**config.mk**
```make
export PLATFORM = sky130hd
export DESIGN_NAME = sha1_stream_hasher_top
export DESIGN_NICKNAME = d
export VERILOG_FILES = /design/src/hdl/sha1sh_pkg.sv /design/src/hdl/sha1_stream_hasher_top.sv
export SDC_FILE = /design/constraint.sdc
export NUM_CORES = 2
export LEC_CHECK = 0
export ABC_CLOCK_PERIOD_IN_PS = 29000
export BUFFER_PORTS_ARGS = -buffer_cell sky130_fd_sc_hd__buf_2
export CAP_MARGIN = 20
export CORE_ASPECT_RATIO = 2
export CORE_MARGIN = 2
export CORE_UTILIZATION = 45
export CTS_CLUSTER_SIZE = 14
export DETAILED_ROUTE_END_ITERATION = 8
export HOLD_SLACK_MARGIN = 0.15
export SYNTH_ARGS = -nofsm -noshare
export SYNTH_HDL_FRONTEND = slang
export SYNTH_SLANG_ARGS = --single-unit
export TNS_END_PERCENT = 50
```
**constraint.sdc**
```tcl
create_clock -name clock -period 29 [get_ports clock]
set_input_delay 5.8 -clock clock [delete_from_list [all_inputs] [get_ports clock]]
set_output_delay 5.8 -clock clock [all_outputs]
set_load 0.05 [all_outputs]
```
**src/hdl/sha1sh_pkg.sv**
```systemverilog
`timescale 1ns / 1ps
// Shared types and constants for the SHA-1 stream hasher.
// No dependencies; imported by sha1_stream_hasher_top.
package sha1sh_pkg;

   typedef logic [31:0] word_type;

   // Initial chaining values.
   localparam word_type INIT_H0 = 32'h67452301;
   localparam word_type INIT_H1 = 32'hEFCDAB89;
   localparam word_type INIT_H2 = 32'h98BADCFE;
   localparam word_type INIT_H3 = 32'h10325476;
   localparam word_type INIT_H4 = 32'hC3D2E1F0;

   // Round constants, one per group of twenty rounds.
   localparam word_type ROUND_K0 = 32'h5A827999;
   localparam word_type ROUND_K1 = 32'h6ED9EBA1;
   localparam word_type ROUND_K2 = 32'h8F1BBCDC;
   localparam word_type ROUND_K3 = 32'hCA62C1D6;

   // First padding byte and the offset where the length field starts.
   localparam logic [7:0] PAD_MARK       = 8'h80;
   localparam logic [5:0] LEN_OFFSET     = 6'd56;
   localparam logic [5:0] LAST_POS       = 6'd63;
   localparam logic [6:0] LAST_ROUND     = 7'd79;

   // Command codes carried in tuser.
   localparam logic CMD_ABSORB = 1'b0;
   localparam logic CMD_FINISH = 1'b1;

   function automatic word_type rotl1(input word_type x);
      return {x[30:0], x[31]};
   endfunction

   function automatic word_type rotl5(input word_type x);
      return {x[26:0], x[31:27]};
   endfunction

   function automatic word_type rotl30(input word_type x);
      return {x[1:0], x[31:2]};
   endfunction

endpackage

```
**src/hdl/sha1_stream_hasher_top.sv**
```systemverilog
`timescale 1ns / 1ps
// SHA-1 stream hasher: byte-wide absorb, padding, 80-round compression.
// Depends on sha1sh_pkg for constants and rotate helpers.

// Message bytes enter only while the hasher is idle and are written into a
// 16 x 32-bit block memory. When the 64th byte of a block lands, the block is
// compressed: a load step issues the first memory read and loads the round
// registers, then 80 rounds run, then a fold step adds the result into the
// chaining words. Rounds 0 to 15 take their schedule word from the memory read
// port, later rounds from a 16-tap shift line. A finish command writes the
// padding one byte per cycle from the fill position to the end of the block
// and compresses, once or twice (twice when the fill position is 56 or more),
// then puts the digest in an output register and restarts from the initial
// chaining values. A new byte is accepted while the digest waits in that
// register; a second digest holds the block in its fold state until the first
// is taken. Only the low 32 bits of the bit length are encoded.
module sha1_stream_hasher_top
   import sha1sh_pkg::*;
(
   input  logic         clock,
   input  logic         reset,
   input  logic         req_tvalid,
   output logic         req_tready,
   input  logic [7:0]   req_tdata,   // [7:0] data_byte
   input  logic         req_tuser,   // [0] command
   output logic         rsp_tvalid,
   input  logic         rsp_tready,
   output logic [159:0] rsp_tdata    // [31:0] digest_word0 .. [159:128] digest_word4
);

   typedef enum logic [2:0] {
      ST_IDLE,
      ST_PAD,
      ST_LOAD,
      ST_ROUND,
      ST_FOLD
   } state_type;

   state_type      state_ff;
   logic [28:0]    count_ff;
   logic [31:0]    bits_ff;
   logic           pad_mode_ff;
   logic           pad_first_ff;
   logic           pad_last_ff;
   logic [6:0]     round_ff;
   word_type       h_ff   [5];
   word_type       rr_ff  [5];
   word_type       win_ff [16];
   logic           rsp_valid_ff;
   logic [159:0]   rsp_data_ff;

   // Block memory and its registered read port.
   word_type       block_mem [16];
   word_type       rdata_ff;

   logic           req_fire;
   logic           digest_load;
   logic [5:0]     pos;
   logic           mem_we;
   logic [7:0]     mem_wbyte;
   logic [1:0]     mem_lane;
   logic [3:0]     mem_raddr;
   logic [7:0]     pad_byte;
   logic [1:0]     len_idx;
   word_type       w_sched;
   word_type       w_cur;
   word_type       f_val;
   word_type       k_val;
   word_type       t_in;
   word_type       fold  [5];

   assign req_fire   = req_tvalid && req_tready;
   assign req_tready = (state_ff == ST_IDLE);
   assign rsp_tvalid = rsp_valid_ff;
   assign rsp_tdata  = rsp_data_ff;
   assign pos        = count_ff[5:0];

   // The final fold loads the digest once the output register is free.
   assign digest_load = (state_ff == ST_FOLD) && pad_mode_ff && pad_last_ff &&
                        (!rsp_valid_ff || rsp_tready);

   // Padding byte: marker first, length bytes at the tail of the final block.
   assign len_idx = ~pos[1:0];
   always_comb begin
      if (pad_first_ff) begin
         pad_byte = PAD_MARK;
      end else if (pad_last_ff && (pos >= 6'd60)) begin
         pad_byte = bits_ff[{len_idx, 3'b000} +: 8];
      end else begin
         pad_byte = 8'h00;
      end
   end

   // Byte write into the block memory, big-endian within each word.
   assign mem_we    = (req_fire && (req_tuser == CMD_ABSORB)) || (state_ff == ST_PAD);
   assign mem_wbyte = (state_ff == ST_PAD) ? pad_byte : req_tdata;
   assign mem_lane  = ~pos[1:0];

   // Read address runs one word ahead of the round that uses it.
   assign mem_raddr = (state_ff == ST_LOAD) ? 4'd0 : (round_ff[3:0] + 4'd1);

   // Writes and reads never conflict: the read data is only used during compression, when no writes happen.
   always_ff @(posedge clock) begin
      if (mem_we) begin
         block_mem[pos[5:2]][{mem_lane, 3'b000} +: 8] <= mem_wbyte;
      end
      rdata_ff <= block_mem[mem_raddr];
   end

   // Message schedule and round function.
   assign w_sched = rotl1(win_ff[13] ^ win_ff[8] ^ win_ff[2] ^ win_ff[0]);
   assign w_cur   = (round_ff < 7'd16) ? rdata_ff : w_sched;

   always_comb begin
      if (round_ff < 7'd20) begin
         f_val = (rr_ff[1] & rr_ff[2]) | (~rr_ff[1] & rr_ff[3]);
         k_val = ROUND_K0;
      end else if (round_ff < 7'd40) begin
         f_val = rr_ff[1] ^ rr_ff[2] ^ rr_ff[3];
         k_val = ROUND_K1;
      end else if (round_ff < 7'd60) begin
         f_val = (rr_ff[1] & rr_ff[2]) | (rr_ff[1] & rr_ff[3]) | (rr_ff[2] & rr_ff[3]);
         k_val = ROUND_K2;
      end else begin
         f_val = rr_ff[1] ^ rr_ff[2] ^ rr_ff[3];
         k_val = ROUND_K3;
      end
   end

   assign t_in = rotl5(rr_ff[0]) + f_val + rr_ff[4] + w_cur + k_val;

   always_comb begin
      for (int i = 0; i < 5; i++) begin
         fold[i] = h_ff[i] + rr_ff[i];
      end
   end

   // Sequencer: state, counters, chaining words and the output register.
   always_ff @(posedge clock) begin
      if (reset) begin
         state_ff     <= ST_IDLE;
         count_ff     <= '0;
         pad_mode_ff  <= 1'b0;
         pad_first_ff <= 1'b0;
         pad_last_ff  <= 1'b0;
         round_ff     <= '0;
         rsp_valid_ff <= 1'b0;
         h_ff[0]      <= INIT_H0;
         h_ff[1]      <= INIT_H1;
         h_ff[2]      <= INIT_H2;
         h_ff[3]      <= INIT_H3;
         h_ff[4]      <= INIT_H4;
      end else begin
         if (digest_load) begin
            rsp_valid_ff <= 1'b1;
         end else if (rsp_valid_ff && rsp_tready) begin
            rsp_valid_ff <= 1'b0;
         end

         case (state_ff)
            ST_IDLE: begin
               if (req_fire) begin
                  if (req_tuser == CMD_ABSORB) begin
                     count_ff    <= count_ff + 29'd1;
                     pad_mode_ff <= 1'b0;
                     if (pos == LAST_POS) begin
                        state_ff <= ST_LOAD;
                     end
                  end else begin
                     bits_ff      <= {count_ff, 3'b000};
                     pad_mode_ff  <= 1'b1;
                     pad_first_ff <= 1'b1;
                     pad_last_ff  <= (pos < LEN_OFFSET);
                     state_ff     <= ST_PAD;
                  end
               end
            end

            ST_PAD: begin
               // One padding byte per cycle until the block is full.
               count_ff     <= {count_ff[28:6], pos + 6'd1};
               pad_first_ff <= 1'b0;
               if (pos == LAST_POS) begin
                  state_ff <= ST_LOAD;
               end
            end

            ST_LOAD: begin
               for (int i = 0; i < 5; i++) begin
                  rr_ff[i] <= h_ff[i];
               end
               round_ff <= '0;
               state_ff <= ST_ROUND;
            end

            ST_ROUND: begin
               rr_ff[4] <= rr_ff[3];
               rr_ff[3] <= rr_ff[2];
               rr_ff[2] <= rotl30(rr_ff[1]);
               rr_ff[1] <= rr_ff[0];
               rr_ff[0] <= t_in;
               for (int i = 0; i < 15; i++) begin
                  win_ff[i] <= win_ff[i + 1];
               end
               win_ff[15] <= w_cur;
               round_ff   <= round_ff + 7'd1;
               if (round_ff == LAST_ROUND) begin
                  state_ff <= ST_FOLD;
               end
            end

            ST_FOLD: begin
               if (!pad_mode_ff) begin
                  for (int i = 0; i < 5; i++) begin
                     h_ff[i] <= fold[i];
                  end
                  state_ff <= ST_IDLE;
               end else if (!pad_last_ff) begin
                  // Length did not fit: one more block of padding.
                  for (int i = 0; i < 5; i++) begin
                     h_ff[i] <= fold[i];
                  end
                  pad_last_ff <= 1'b1;
                  state_ff    <= ST_PAD;
               end else if (digest_load) begin
                  // Digest out, then restart the message.
                  rsp_data_ff  <= {fold[4], fold[3], fold[2], fold[1], fold[0]};
                  h_ff[0]      <= INIT_H0;
                  h_ff[1]      <= INIT_H1;
                  h_ff[2]      <= INIT_H2;
                  h_ff[3]      <= INIT_H3;
                  h_ff[4]      <= INIT_H4;
                  count_ff     <= '0;
                  pad_mode_ff  <= 1'b0;
                  pad_last_ff  <= 1'b0;
                  state_ff     <= ST_IDLE;
               end
            end

            default: begin
               state_ff <= ST_IDLE;
            end
         endcase
      end
   end

endmodule
```
; ---- Word-level counts from Yosys, hierarchy flattened
; Memories as Yosys holds them, arrays and structs flattened. A register that Yosys moved wholly into a read port is not among the register bits.
; Index checks and enable logic that the tools add are counted.
; W data, S select, Z words.
[word_totals]
ff_bits = 232
mem_bits_rw = 1344
input_bits = 13
out_inout_bits = 162
wordCells = 198
n_memories = 4
[mem_list]
columns = name, depth, word_bits, rd, rd_clocked_by_memory_dff, wr, line_no
row1 = block_mem, 16, 32, 1, 1, 1, sha1_stream_hasher_top.sv:53  ; word_type block_mem [16];
row2 = win_ff, 16, 32, 16, 0, 16, sha1_stream_hasher_top.sv:48  ; word_type win_ff [16];
row3 = h_ff, 5, 32, 5, 0, 5, sha1_stream_hasher_top.sv:46  ; word_type h_ff [5];
row4 = rr_ff, 5, 32, 5, 0, 5, sha1_stream_hasher_top.sv:47  ; word_type rr_ff [5];
[op_classes]
n_addsub = 14
n_lt_le_gt_ge = 6
eq_ne = 14
shift = 3
muxes = 86
bitwise = 37
n_reduce_logical = 24
[ops]
columns = op, n
row1 = $mux W32, 27
row2 = $add A32 B32 Y32, 9
row3 = $xor A32 B32 Y32, 5
row4 = $mux W29, 5
row5 = $and A32 B32 Y32, 4
row6 = $or A32 B32 Y32, 3
row7 = $pmux W29 S3, 1
row8 = $mux W1, 36
row9 = $not A32 Y32, 1
row10 = $shift A8 B7 Y32 const A, 1
row11 = $shiftx A32 B6 Y8, 1
row12 = $shiftx A8 B7 Y32, 1
row13 = $mux W31, 1
row14 = $add A29 B1 Y29 const B, 1
row15 = $mux W8, 3
row16 = $mux W3, 7
row17 = $or A1 B1 Y1, 20
row18 = $pmux W3 S5, 1
row19 = $lt A7 B5 Y1 const B, 2
row20 = $lt A7 B6 Y1 const B, 2
row21 = $pmux W7 S2, 1
row22 = $ne A2 B2 Y1 const B, 5
row23 = $reduce_and A4 Y1, 2
row24 = $reduce_bool A2 Y1, 4
row25 = other kinds (27), 41

; ---- Longest topological paths before layout
; An unclocked memory read counts as a cell.
[logic_depth]
ltp_word = 12
ltp_mapped = 24
depth_no_buf = 22

; ---- Least setup slack after synthesis
; No wires, ideal clock.
[synth_timing]
path_kind = input to register
startpoint = input reset
endpoint = memory win_ff[0][0] (netlist name) (enable)
setup_ns = 1.077
arrival_time_ns = 20.388
required_time_ns = 27.923
path_slack_ns = 7.535
stages = 4
path_buffers = 2
path_cell_list = or3_1 clkbuf_1 inv_2 clkbuf_1
[synth_rtl]
columns = element, line_no
row1 = from (decl), sha1_stream_hasher_top.sv:21  ; input logic reset,
row2 = to (decl), sha1_stream_hasher_top.sv:48

==> metrics.csv <==
metric,value,unit
Leakage,28.0,nW
Rel. slew slack,0.227,
Switching Fraction,0.205,
Layout area overhead,11.2,%
Tcrit/Tclk final,0.304,
final setup vio count,0,
f_max,113,MHz
Seq pwr share,0.560,
register bit count reported by yosys,1608,
Clock Power Share,0.420,
Worst Setup Path Type,in -> reg,
Initial Utilization,0.453,
CP required,29.41,ns
clk_lat worst skew,0.80,ns
boundary pin count,175,
Post-Route WL,183000,microns
warnings from Yosys,0,
Logic pwr share,0.021,
endpoint type of the worst setup path,flop,
Post-synth ARST share,0,
"commonest non-fill, non-tap cells in the layout","1,533 x edfxtp_1, 802 x nand2_1, 270 x nor2_1, 226 x ha_1, 225 x a21oi_1",
WP data arrival,9.24,ns
quantity of I/O buffers inserted on ports,174,
Mapped Area,70600,sq um
worst hold path class,reg -> reg,
CTS Buf Count,155,
Max Cap Viol,0,
# fillers,13600,
Syn Area/Cell,13.5,sq um
pwr dens,57.8,nW/um^2
final net count,5772,
NetSw,932,uW
die height,564,microns
"commonest non-fill, non-tap cell in the layout",edfxtp_1,
Yosys cell types,90,
RSZ-0062 raised after global routing,false,
Die ar.,160000,sq um
final worst setup slack,20.17,ns
share of post-route cells with drive strength above 1,0.0876,
Synth area leaders,"edfxtp_1 65%, nand2_1 4.3%, ha_1 4.0%, fa_1 3.5%, xnor2_1 2.7%",
vias per inst,5.55,
Post-CTS Setup Inserts,0,
"Reg clk slew, reported paths",0.07,ns
Placeable Area,156000,sq um
outcome,finished clean,
Syn Inst Count,5214,
global-route wire length before repair,269000,microns
post-route ant nets,0,
Multi-input gate area,21700,sq um
CTS H-tree lvls,4,
Layout Skew,0.0545,ns
initial antenna violation count,8,
actual slew at the worst max-slew pin,1.16,ns
wire length per cell,24.1,microns
dominant cell type by area after synthesis,edfxtp_1,
CTS tree,done,
Die Wd,284,microns
First-pass DRT Iterations,6,
Clock Path Buffers,4,
cts repair resizes,0,
Synth Flop Type,edfxtp_1,
hold_buf cts,0,
GRT Total Usage,0.224,
Critical Path Fanout Max,148,
DR iter-0 viols,3160,
pin count of the biggest net entering global routing,192,
register area,47500,sq um
num rows,205,
Internal Power,3.61,mW
"Slew Viols, Final",0,
syn_nets,5578,
vias,42000,
gr ovfl total,0,
routability cong.,0.908,
final hold vios,0,
vias in the first global route,42400,
crit path time final,8.83,ns
"EDFF count, synth",1533,
clk sinks,1608,
Setup WS pre-CTS,19.28,ns
Critical Path Source Type,input port,
clock root cell,clkbuf_16,
top-area cell type share of the netlist area,0.652,
post-synthesis sequential area ratio,0.673,
dpl hpwl,128000,microns
Total Neg Setup Slack,0,ns
peak supply drop,0.0508,mV
DRC Markers,0,
[cell families after synthesis]
family	synth area share
flip-flops	0.673
XOR/XNOR	0.0355
AO/OA/AOI/OAI	0.0961
multiplexers	0.00303
adder cells (fa/ha/maj)	0.0755
buffers and inverters	0.0221
AND/OR/NAND/NOR	0.0950
[per-stage QoR]
stage,power (mW),hold WS [ns],cell area (sq um),utilization,std cells
floorplan,2.64,0.400,70600,-,5214
detailed placement,2.68,0.405,73900,0.474,7313
finish,4.54,0.410,78600,0.504,7575
global route,4.67,0.412,78600,0.504,7574
CTS,4.58,0.397,78500,0.503,7565
global placement,2.68,0.401,73900,0.474,7310
[sequential cells by signal, indices dropped and copies added, names as in the netlist]
name,cells
bits_ff,29
block_mem,512
count_ff,29
h_ff,160
pad_first_ff,1
pad_last_ff,1
pad_mode_ff,1
rdata_ff,32
round_ff,7
rr_ff,160
rsp_tdata,160
rsp_tvalid,1
state_ff,3
win_ff,512
[synthesized netlist by cell type, drive strengths merged (75+ instances only)]
cell type / n
nand2: 803
clkbuf: 186
inv: 220
fa: 125
a21o: 91
ha: 226
o22ai: 134
xnor2: 216
nand2b: 98
nor2: 276
dfxtp: 75
o21ai: 185
edfxtp: 1533
and2: 88
a21oi: 227
a31oi: 77
[final timing paths]
| check | from | endpoint | slack, ns | cells after the start |
|---|---|---|---|---|
| worst max-delay path | reset | win_ff[1][106] | 20.17 | 5 |
| worst min-delay path | win_ff[0][153] | win_ff[0][121] | 0.41 | 0 |
| worst max register to register | round_ff[6] | rr_ff[0][31] | 21.70 | 20 |
| worst min register to register | win_ff[0][153] | win_ff[0][121] | 0.41 | 0 |
[power by group through the flow]
stage,sequential [mW],combinational [mW],clock [mW]
after floorplan,2.59,0.0564,0
after detailed placement,2.59,0.0917,0
after global placement,2.59,0.0902,0
final,2.54,0.0933,1.91
after CTS,2.54,0.0921,1.95
after global routing,2.54,0.101,2.03
[layer usage]
| layer | wire length (microns) | track usage |
|---|---|---|
| met1 | 68100 | 0.255 |
| met2 | 95000 | 0.406 |
| met3 | 9950 | 0.0382 |
| met4 | 9580 | 0.112 |
| met5 | 0 | 0 |
[cell type report]
type | instances | share of cell area
Sequential cell | 1608 | 0.605
Multi-Input combinational cell | 3191 | 0.276
Clock buffer | 205 | 0.0532
Tap cell | 2070 | 0.0330
Timing Repair Buffer | 232 | 0.0176
Inverter | 220 | 0.0106
Clock inverter | 47 | 0.00483
Antenna cell | 2 | 0.0000637
[worst max-delay path, stage by stage]
cell and delay, ns:
buf_2 0.20, or3_4 0.50, inv_8 0.62, buf_4 0.96
buf_4 0.92
Power figures use the tool's default switching activity.
